## src/design/qbu_pkg.sv

```systemverilog
`timescale 1ns / 1ps

package qbu_pkg;

    // Table geometry
    localparam int STATE_ENTRIES = 4096;
    localparam int ACTION_COUNT  = 3;
    localparam int TABLE_DEPTH   = STATE_ENTRIES * ACTION_COUNT;
    localparam int ADDR_W        = $clog2(TABLE_DEPTH);
    localparam int JCNT_W        = $clog2(ACTION_COUNT);

    // Field widths
    localparam int INDEX_W    = 12;
    localparam int ACTION_W   = 2;
    localparam int ANGLE_W    = 16;
    localparam int VALUE_W    = 32;
    localparam int REWARD_W   = 20;
    localparam int DISC_W     = 16;
    localparam int TOL_W      = 13;
    localparam int WORD_W     = VALUE_W + 1;  // valid bit on top of the value
    localparam int CFG_IDX_W  = 1;
    localparam int CFG_DATA_W = 16;

    // Configuration register indexes
    localparam logic [CFG_IDX_W-1:0] CFG_DISCOUNT = 1'd0;
    localparam logic [CFG_IDX_W-1:0] CFG_GOAL_TOL = 1'd1;

    localparam logic [DISC_W-1:0] DISCOUNT_RESET = 16'd58982;
    localparam logic [TOL_W-1:0]  GOAL_TOL_RESET = 13'd214;

    // Q12 constants
    localparam int TWO_PI_Q12  = 25736;
    localparam int HALF_PI_Q12 = 6434;
    localparam int BONUS_Q12   = 409600;
    localparam logic signed [VALUE_W-1:0] FLOOR_Q12 = -32'sd409595904;

    // Sequencer controls for the update datapath
    typedef struct packed {
        logic init;  // new item: reset running maximum
        logic cmp;   // table read data is valid this cycle
        logic mul;   // load the discount product
    } upd_ctl_t;

endpackage

```

## src/design/qbu_update.sv

```systemverilog
`timescale 1ns / 1ps

module qbu_update
    import qbu_pkg::*;
(
    input  logic                       clk,
    input  upd_ctl_t                   ctl,
    input  logic        [WORD_W-1:0]   rdata,
    input  logic        [DISC_W-1:0]   discount,
    input  logic signed [REWARD_W-1:0] reward,
    output logic signed [VALUE_W-1:0]  total
);

    localparam int PROD_W = VALUE_W + DISC_W + 1;
    localparam int SUM_W  = PROD_W + 1;
    localparam int SC_W   = SUM_W - 16;
    localparam logic signed [SC_W-1:0] SAT_MAX = SC_W'(64'sd2147483647);
    localparam logic signed [SC_W-1:0] SAT_MIN = SC_W'(-64'sd2147483648);

    logic signed [VALUE_W-1:0] rd_value;
    logic                      rd_valid;
    logic signed [VALUE_W-1:0] best_reg;
    logic signed [VALUE_W-1:0] best_next;
    logic signed [DISC_W:0]    disc_s;
    logic signed [PROD_W-1:0]  prod_reg;
    logic signed [SUM_W-1:0]   sum;
    logic signed [SC_W-1:0]    scaled;

    assign rd_value = signed'(rdata[VALUE_W-1:0]);
    assign rd_valid = rdata[VALUE_W];
    assign disc_s   = signed'({1'b0, discount});

    // running maximum over the next state's actions, floor included
    always_comb
    begin
        best_next = best_reg;
        if (ctl.init)
        begin
            best_next = FLOOR_Q12;
        end
        else if (ctl.cmp && rd_valid && (rd_value > best_reg))
        begin
            best_next = rd_value;
        end
    end

    always_ff @(posedge clk)
    begin
        best_reg <= best_next;
        if (ctl.mul)
        begin
            prod_reg <= best_reg * disc_s;
        end
    end

    // reward * 2^16 + half LSB folded into one add, then shift and clamp
    always_comb
    begin
        sum    = SUM_W'(prod_reg) + SUM_W'(signed'({reward, 16'h8000}));
        scaled = sum[SUM_W-1:16];
        if (scaled > SAT_MAX)
        begin
            total = SAT_MAX[VALUE_W-1:0];
        end
        else if (scaled < SAT_MIN)
        begin
            total = SAT_MIN[VALUE_W-1:0];
        end
        else
        begin
            total = scaled[VALUE_W-1:0];
        end
    end

endmodule
```

## config.mk

```make
export PLATFORM = sky130hd
export DESIGN_NAME = qbu_update
export DESIGN_NICKNAME = d
export VERILOG_FILES = /design/src/design/qbu_pkg.sv /design/src/design/qbu_update.sv
export SDC_FILE = /design/constraint.sdc
export NUM_CORES = 1
export LEC_CHECK = 0
export BUFFER_PORTS_ARGS = -buffer_cell sky130_fd_sc_hd__buf_2
export CORE_ASPECT_RATIO = 2
export CORE_UTILIZATION = 40
export DETAILED_ROUTE_END_ITERATION = 8
export PLACE_DENSITY = 0.64
export SETUP_SLACK_MARGIN = 0.4
export SYNTH_ARGS = -nofsm -noshare
export SYNTH_HDL_FRONTEND = slang
export SYNTH_SLANG_ARGS = --single-unit
```

## constraint.sdc

```tcl
create_clock -name clk -period 6.6 [get_ports clk]
set_clock_uncertainty 0.1 [all_clocks]
set_input_delay 0 -clock clk [delete_from_list [all_inputs] [get_ports clk]]
set_output_delay 0 -clock clk [all_outputs]
set_load 0.03 [all_outputs]
```

==> flow_summary.yaml <==
drt:
  vias: 17900
  drc: 0
  firstDrtPassIters: 5
  wl_per_cell_um: 19.5
  via_per_inst: 5.11
  drtIter0Drc: 898
  antenna_left: 0
  routed_wl_um: 68200
setup_path:
  worstSetupPathType: "reg2reg"
  end_kind: "register"
  slowest_delay_ps: 610
  cp_max_fo: 8
  worstPathCellList: "buf_6, nand2_1, fa_1, fa_1, fa_1, inv_2, fa_1, fa_1, inv_2, fa_2, inv_2, ha_4, nand4_1, or2_4, or4b_4, o21ai_4, a311o_1, a31oi_2, xnor2_1"
  arrival_ps: 6320
  r2r_slack_ps: 300
  cp-start-kind: "register"
  critPathRequiredTime_ps: 6620
  critPathBufInv: 4
  cpMostUsedCell: "fa_1"
  slowest_stage: "fa_2"
  cp_top_family: "adder cells"
grt:
  grt_use_total: 0.253
  grt_pass1_wl_um: 109000
  antenna_found_initial: 1
  gr-total-overflow: 0
  grt_max_degree: 65
  grt_pass1_vias: 20700
yosys:
  ys.warnings.count: 0
  dominantRegCellSynth: "edfxtp_1"
  synth_most_common_cell: "inv_1"
  synth_cell_types: 74
  netlist_instances: 2517
  synth_top_area_frac: 0.429
  yosysSeqAreaShare: 0.0730
  synth_area_leaders: "fa_1, ha_1, inv_1"
  netlist_top_cells_count: "inv_1, fa_1, nand2_1"
  syn-num-nets: 3258
  synth_edf_count: 34
  ys_seq_elements: 66
  syn_area_mm2: 0.0228
  ys_async_sr_fraction: 0
  syn_area_per_cell_um2: 9.05
  synth_top_area_cell: "fa_1"
cells_and_area:
  largest_register_ffs: 34
  area_delta_synth_final_pct: 17.3
  fill_cells: 5332
  multi_input_area_mm2: 0.0190
  final_nets: 3482
  post_route_cells_drive_above_1_share: 0.173
  seq_area_mm2: 0.00175
  fin_cells: 3497
cts:
  clk_path_buf_depth: 2
  insertion_delay_ps: 390
  tritoncts: "built"
  htreeDepth: 3
  cts_num_sinks: 66
  cts-root-buf: "clkbuf_16"
  clk_pin_slew_ps: 60
  numCtsBuffers: 9
timing:
  timing.final.crit_period_ps: 6300
  worst_pin_slew_ps: 874
  setup_viol: 0
  slew_headroom: 0.417
  fmax_mhz: 159
  fin_crit_sh: 0.954
  rsz0062_at_grt: "true"
  timing.final.hold_violations: 0
  slew_viol_final: 0
  tns_ps: 0
placed_design:
  dpl.cell_count: 3381
  dp_hpwl_um: 55900
  gp_congestion: 0.928
  io_buffers: 104
floorplan:
  rows: 123
  initial_utilization: 0.405
  ioPinCount: 105
  dieArea_mm2: 0.0580
  coreArea_mm2: 0.0562
  die_h_um: 339
  fp.dieW_um: 171
status:
  status: "finished clean"
flow_run:
  drv_cap: 0
worst_hold_path:
  worstHoldPathType: "in2reg"
placed cells by master (no fill, tap or decap), types with 29 or more instances in the layout:
master / instances
fa_2: 31
a21o_1: 44
inv_1: 566
o21a_1: 29
buf_2: 105
o21ai_0: 29
xnor2_1: 43
a21oi_1: 54
nand2b_1: 52
nand2_1: 305
fa_1: 457
and2_1: 223
mux2i_1: 34
edfxtp_1: 34
nor2_1: 61
buf_4: 145
dlygate4sd3_1: 32
ha_1: 161
final cells by class:
| class | count | area share |
|---|---|---|
| diodes | 1 | 0.0000936 |
| clock buffers | 9 | 0.00843 |
| clock inverters | 7 | 0.00351 |
| inverters | 583 | 0.0820 |
| multi-input cells | 1760 | 0.712 |
| flip-flops and latches | 66 | 0.0653 |
| well taps | 750 | 0.0351 |
| repair buffers | 321 | 0.0940 |
worst paths after layout:
check,startpoint,end,cells after the start
max,best_reg[25]$_SDFFE_PP1P_,prod_reg[43]$_DFFE_PP_,19
min reg2reg,best_reg[1]$_SDFFE_PP0P_,best_reg[1]$_SDFFE_PP0P_,2
min,rdata[32],best_reg[21]$_SDFFE_PP0P_,4
max reg2reg,best_reg[25]$_SDFFE_PP1P_,prod_reg[43]$_DFFE_PP_,19
cell families after synthesis:
group           Yosys count  share of synthesized area
simple gates            730                      0.160
buf+inv                 691                      0.118
fa+ha+maj               668                      0.528
compound gates          260                     0.0792
xor+xnor                 67                     0.0258
flops                    66                     0.0730
mux                      35                     0.0156
timing repair:
action	CTS	global route
resized for setup	136	72
buffers inserted	52	13
endpoints found under the setup margin	28	26
gates cloned	1	1
endpoints found under the hold margin	32	0
pin swaps	110	57
hold buffers	32	0
metrics by stage:
| stage | hold slack [ps] | utilization | setup WS [ps] | area (um^2) |
|---|---|---|---|---|
| 2_1_floorplan | 12.5 | - | 383 | 22900 |
| 3_3_place_gp | 182 | 0.442 | 20.4 | 24800 |
| 3_5_place_dp | 192 | 0.442 | -41.4 | 24800 |
| 4_1_cts | 40.7 | 0.468 | 341 | 26300 |
| 5_1_grt | 77.7 | 0.476 | 79.4 | 26700 |
| 6_report | 42.1 | 0.476 | 304 | 26700 |
layer usage:
| metal | share of wire | track usage |
|---|---|---|
| met2 | 0.58 | 0.501 |
| met5 | 0 | 0 |
| met4 | 0.093 | 0.200 |
| met1 | 0.30 | 0.227 |
| met3 | 0.028 | 0.0202 |
tightest hold or removal path: cells and delay by family:
kind            cells  cell delay (ps)
mux                 1              140
compound gates      1              130
simple gates        1              110
buf+inv             1              100
Power is not shown: default switching activity piles up to over one toggle a cycle in this logic, so the estimate is an artifact.
