### config.mk
export PLATFORM = sky130hd
export DESIGN_NAME = qbu_reward
export DESIGN_NICKNAME = d
export VERILOG_FILES = /design/src/design/qbu_pkg.sv /design/src/design/qbu_reward.sv
export SDC_FILE = /design/constraint.sdc
export NUM_CORES = 1
export LEC_CHECK = 0
export ABC_AREA = 0
export BUFFER_PORTS_ARGS = -buffer_cell sky130_fd_sc_hd__buf_2
export CORE_MARGIN = 5
export CORE_UTILIZATION = 59
export DETAILED_ROUTE_END_ITERATION = 10
export PLACE_DENSITY_LB_ADDON = 0.12
export SYNTH_ARGS = -nofsm -noshare
export SYNTH_HDL_FRONTEND = slang
export SYNTH_SLANG_ARGS = --single-unit
### constraint.sdc
create_clock -name clk -period 6.5 [get_ports clk]
set_clock_uncertainty 0.2 [all_clocks]
set_input_delay 0.325 -clock clk [delete_from_list [all_inputs] [get_ports clk]]
set_output_delay 0.325 -clock clk [all_outputs]
set_load 0.1 [all_outputs]
### src/design/qbu_pkg.sv
`timescale 1ns / 1ps

package qbu_pkg;

    // Table geometry
    localparam int STATE_ENTRIES = 4096;
    localparam int ACTION_COUNT  = 3;
    localparam int TABLE_DEPTH   = STATE_ENTRIES * ACTION_COUNT;
    localparam int ADDR_W        = $clog2(TABLE_DEPTH);
    localparam int JCNT_W        = $clog2(ACTION_COUNT);

    // Field widths
    localparam int INDEX_W    = 12;
    localparam int ACTION_W   = 2;
    localparam int ANGLE_W    = 16;
    localparam int VALUE_W    = 32;
    localparam int REWARD_W   = 20;
    localparam int DISC_W     = 16;
    localparam int TOL_W      = 13;
    localparam int WORD_W     = VALUE_W + 1;  // valid bit on top of the value
    localparam int CFG_IDX_W  = 1;
    localparam int CFG_DATA_W = 16;

    // Configuration register indexes
    localparam logic [CFG_IDX_W-1:0] CFG_DISCOUNT = 1'd0;
    localparam logic [CFG_IDX_W-1:0] CFG_GOAL_TOL = 1'd1;

    localparam logic [DISC_W-1:0] DISCOUNT_RESET = 16'd58982;
    localparam logic [TOL_W-1:0]  GOAL_TOL_RESET = 13'd214;

    // Q12 constants
    localparam int TWO_PI_Q12  = 25736;
    localparam int HALF_PI_Q12 = 6434;
    localparam int BONUS_Q12   = 409600;
    localparam logic signed [VALUE_W-1:0] FLOOR_Q12 = -32'sd409595904;

    // Sequencer controls for the update datapath
    typedef struct packed {
        logic init;  // new item: reset running maximum
        logic cmp;   // table read data is valid this cycle
        logic mul;   // load the discount product
    } upd_ctl_t;

endpackage

### src/design/qbu_reward.sv
`timescale 1ns / 1ps

module qbu_reward
    import qbu_pkg::*;
(
    input  logic                       clk,
    input  logic signed [ANGLE_W-1:0]  pole_angle,
    input  logic signed [ANGLE_W-1:0]  pole_rate,
    input  logic signed [ANGLE_W-1:0]  cart_speed,
    input  logic signed [ANGLE_W-1:0]  cart_place,
    input  logic        [TOL_W-1:0]    goal_tolerance,
    output logic signed [REWARD_W-1:0] reward,
    output logic                       done
);

    localparam logic signed [17:0] TWO_PI  = 18'(TWO_PI_Q12);
    localparam logic signed [15:0] HALF_PI = 16'(HALF_PI_Q12);
    localparam logic signed [REWARD_W-1:0] BONUS = REWARD_W'(BONUS_Q12);

    function automatic logic [16:0] abs17(input logic signed [15:0] v);
        logic signed [16:0] e;
        e = {v[15], v};
        return e[16] ? 17'(-e) : 17'(e);
    endfunction

    // stage 1: wrap angle into [0, 2pi), absolute values
    logic signed [17:0] ang_ext;
    logic signed [17:0] ang_sub;
    logic signed [17:0] ang_add1;
    logic signed [17:0] ang_add2;
    logic        [14:0] wrap_next;
    logic        [14:0] wrap_reg;
    logic        [16:0] rate_abs_reg;
    logic        [16:0] speed_abs_reg;
    logic        [16:0] place_abs_reg;

    always_comb
    begin
        ang_ext  = {{2{pole_angle[15]}}, pole_angle};
        ang_sub  = ang_ext - TWO_PI;
        ang_add1 = ang_ext + TWO_PI;
        ang_add2 = ang_add1 + TWO_PI;
        if (!ang_sub[17])
        begin
            wrap_next = ang_sub[14:0];
        end
        else if (!ang_ext[17])
        begin
            wrap_next = ang_ext[14:0];
        end
        else if (!ang_add1[17])
        begin
            wrap_next = ang_add1[14:0];
        end
        else
        begin
            wrap_next = ang_add2[14:0];
        end
    end

    always_ff @(posedge clk)
    begin
        wrap_reg      <= wrap_next;
        rate_abs_reg  <= abs17(pole_rate);
        speed_abs_reg <= abs17(cart_speed);
        place_abs_reg <= abs17(cart_place);
    end

    // stage 2: distance sum, goal band, bonus
    logic signed [15:0]         wrap_s;
    logic signed [15:0]         band_lo;
    logic signed [15:0]         band_hi;
    logic        [18:0]         dist_sum;
    logic                       done_next;
    logic signed [REWARD_W-1:0] reward_next;
    logic signed [REWARD_W-1:0] reward_reg;
    logic                       done_reg;

    always_comb
    begin
        wrap_s    = {1'b0, wrap_reg};
        band_lo   = HALF_PI - signed'({3'b000, goal_tolerance});
        band_hi   = HALF_PI + signed'({3'b000, goal_tolerance});
        dist_sum  = 19'(abs17(wrap_s - HALF_PI)) + 19'(rate_abs_reg)
                  + 19'(speed_abs_reg) + 19'(place_abs_reg);
        done_next = (wrap_s > band_lo) && (wrap_s < band_hi);
        reward_next = (done_next ? BONUS : '0) - signed'(REWARD_W'(dist_sum));
    end

    always_ff @(posedge clk)
    begin
        reward_reg <= reward_next;
        done_reg   <= done_next;
    end

    assign reward = reward_reg;
    assign done   = done_reg;

endmodule

==> summary.md <==
| Metric | Value |
|---|---|
| Status | completed |
| Postcts setup bufs | 0 |
| Die span in y | 123 microns |
| FFs w/ async S/R, synth | 0% |
| Reg-to-Reg Start | wrap_reg[1] |
| Clock Path Buffers | 2 |
| Setup_tns | 0 ns |
| Antenna violations before repair | 0 |
| Clk_lat worst skew | 0.35 ns |
| Worst setup path class | register to register |
| # diodes | 0 |
| Clock Pin Slew Worst Setup and Hold Paths | 0.07 ns |
| Worst Hold Path Cells | 2 |
| Placer Congestion | 0.973 |
| Register area share after synthesis | 23.3% |
| Number of port buffers | 98 |
| Via count | 6275 |
| HP Class | input port to register |
| Maximum vdd drop | 223 uV |
| LEAKAGE | 3.93 nW |
| Pin count of the biggest net entering global routing | 22 |
| Drt total wl | 16900 microns |
| Final Hold Viols | 0 |
| Sw Ratio | 49.3% |
| Die ar. | 0.0150 sq mm |
| Clock sink count | 87 |
| Power Dens Cells | 408 mW/mm^2 |
| First-pass GRT wire length | 28100 microns |
| Logic pwr share | 65.2% |
| Grt ovf | 0 |
| Average footprint of a synthesized cell | 8.75 sq um |
| Top_reg_cell synth | dfxtp_1 |
| Worst endpoint required time | 6.54 ns |
| Total CTS buffers | 9 |
| ANT nets after route | 0 |
| TritonCTS clock tree | done |
| Share of layout cells above drive strength 1 | 15.1% |
| RSZ-0062 raised after global routing | no |
| Min-delay src | pole_rate[12] |
| Final net count | 1147 |
| Clock power share | 14.3% |
| Seq pwr share | 20.6% |
| Iteration-0 DRC Markers | 386 |
| CP Data Arrival Time | 5.46 ns |
| Cells after Synth | 854 |
| I/O Pins | 99 |
| Synth unique cells | 84 |
| Placed cell count | 1094 |
| Post-layout min period | 5.43 ns |
| Clock root buffer | clkbuf_16 |
| Wirelength per Cell | 14.8 microns |
| Period utilization | 83.5% |
| Synth warnings | 0 |
| Syn-to-layout area delta | 14.7% |
| DPL Wire Length | 13400 microns |
| Die width | 123 microns |
| Overall routing resource usage | 23.2% |
| Num rows | 41 |
| H-tree Lvls | 3 |
| Slew HR | 47.7% |
| Vias in the first global route | 6173 |
| Hold path endpoint | rate_abs_reg[12] |
| Worst r2r path cells | 19 |
| Crit path max fanout | 11 |
| Slew at the pin closest to its max-slew limit | 0.765 ns |
| DRC | 0 |
| Core area | 0.0125 sq mm |
| Design area | 0.00856 sq mm |
| Initial DRT Pass Iterations | 5 |
| Post-synthesis cell area | 0.00747 sq mm |
| Slew Limit Fails | 0 |
| CP Capture Type | register |
| Final Instance Count excl. Fillers | 1137 |
| Worst r2r dst | reward[16] |
| Internal | 1.77 mW |
| Flop-to-flop setup slack | 1.07 ns |
| CP Launch Type | register |
| Post-DP Area | 0.00801 sq mm |
| Sw power | 1.73 mW |
| Max-Cap Viols | 0 |
| Setup violations, final | 0 |
| Vias per inst | 5.52 |
| EDFF count, synth | 0 |
| Initial Util | 59.7% |
| Yosys reg bits | 87 |
| Max FFs per register | 20 |
| Fmax | 184 MHz |
-- layer usage --
metal	vias to the layer above	track usage (%)	part of all wire, %
li1	3151	-	-
met1	2884	30.8	45
met2	209	38.6	47
met3	31	3.27	5.6
met4	0	8.54	2.2
met5	-	0	0
-- through the flow --
stage	power (mW)	setup WS (ns)	utilization [%]	hold slack [ns]
final	3.50	1.07	68.4	0.0131
after global routing	3.80	0.659	68.4	0.00542
after CTS	3.52	1.12	68.4	0.000925
after detailed placement	2.99	1.12	64.0	0.245
after global placement	2.93	1.26	64.0	0.243
after floorplan	2.58	1.64	-	0.153
-- cell usage after synthesis, drive strengths merged (10+ instances only) --
library cell	instances	area, sq um
o21ai	37	193
ha	73	913
nand2b	10	62.6
clkbuf	17	63.8
a21oi	42	210
fa	36	721
xor2	27	244
nand3	15	75.1
a211oi	10	80.1
nor2	46	175
inv	109	409
buf	17	118
nand4	10	62.6
a21o	12	91.3
nor3	18	124
xnor2	76	666
nand2	60	235
or3	13	86.3
dfxtp	87	1740
o31ai	24	209
-- layout make-up --
cell class | instances | area (sq um)
clock buffer | 9 | 225
inverter | 109 | 409
sequential | 87 | 1740
tap | 172 | 215
timing repair buffer | 125 | 761
multi-input combinational | 628 | 5150
fill | 1029 | 3950
clock inverter | 7 | 61.3
-- worst max-delay path, cell delays in order, from the launching register on --
cell	delay, ns
dfxtp_1	0.56
inv_1	0.09
ha_1	0.32
nor3b_4	0.21
o311ai_2	0.36
nor2b_4	0.28
or3_1	0.26
o21ai_2	0.09
o221ai_1	0.11
xor2_1	0.25
fa_1	0.45
ha_1	0.30
ha_1	0.35
nor2b_1	0.15
o21a_1	0.18
o21ai_0	0.28
a211oi_1	0.13
nor2_1	0.34
nor3_1	0.11
a311o_1	0.29
-- cells in the final DEF, fill, tap and decap left out, types with 10 or more instances in the layout --
cell,Yosys,layout
nand2b_1,10,10
a21oi_1,42,42
nand3_1,15,15
o31ai_1,20,20
fa_1,36,36
or3_1,12,12
ha_1,73,73
nand4_1,10,10
o21ai_0,35,35
dfxtp_1,87,87
nor3_1,15,15
xnor2_1,76,76
nor2_1,45,45
xor2_1,26,26
inv_1,109,109
a21o_1,11,11
dlygate4sd3_1,0,27
nand2_1,58,58
buf_2,10,98
-- how the worst max path moves through the flow --
| stage | from | endpoint | slack, ns |
|---|---|---|---|
| 3_5_place_dp | goal_tolerance[1] | reward[16] | 1.12 |
| 5_1_grt | wrap_reg[1] | reward[16] | 0.66 |
| 4_1_cts | wrap_reg[1] | reward[16] | 1.12 |
| 6_report | wrap_reg[1] | reward[16] | 1.07 |
| 3_3_place_gp | wrap_reg[1] | reward[16] | 1.26 |
| 2_1_floorplan | goal_tolerance[3] | reward[16] | 1.64 |
-- power groups by stage --
stage | logic [mW] | registers (mW) | clock network, mW
detailed placement | 2.26 | 0.732 | 0
CTS | 2.29 | 0.721 | 0.509
finish | 2.28 | 0.720 | 0.499
floorplan | 1.40 | 1.18 | 0
global route | 2.54 | 0.731 | 0.529
global placement | 2.21 | 0.728 | 0
-- cells by family after synthesis --
| family | after synthesis | synth area share, % |
|---|---|---|
| and+or+nand+nor | 217 | 15.7 |
| adders and majority gates | 109 | 21.9 |
| other | 1 | 0.0502 |
| AOI/OAI and AO/OA | 189 | 18.3 |
| DFF | 87 | 23.3 |
| muxes | 5 | 0.670 |
| xor gates and xnor gates | 103 | 12.2 |
| buffers and inverters | 143 | 7.91 |
-- repair_timing --
action                     in CTS  in global routing
resized for setup               0                  0
hold endpoints to repair       29                  0
hold buffers                   27                  0
setup endpoints to repair       0                  0
Note: power is estimated with default switching activity, not from simulation.
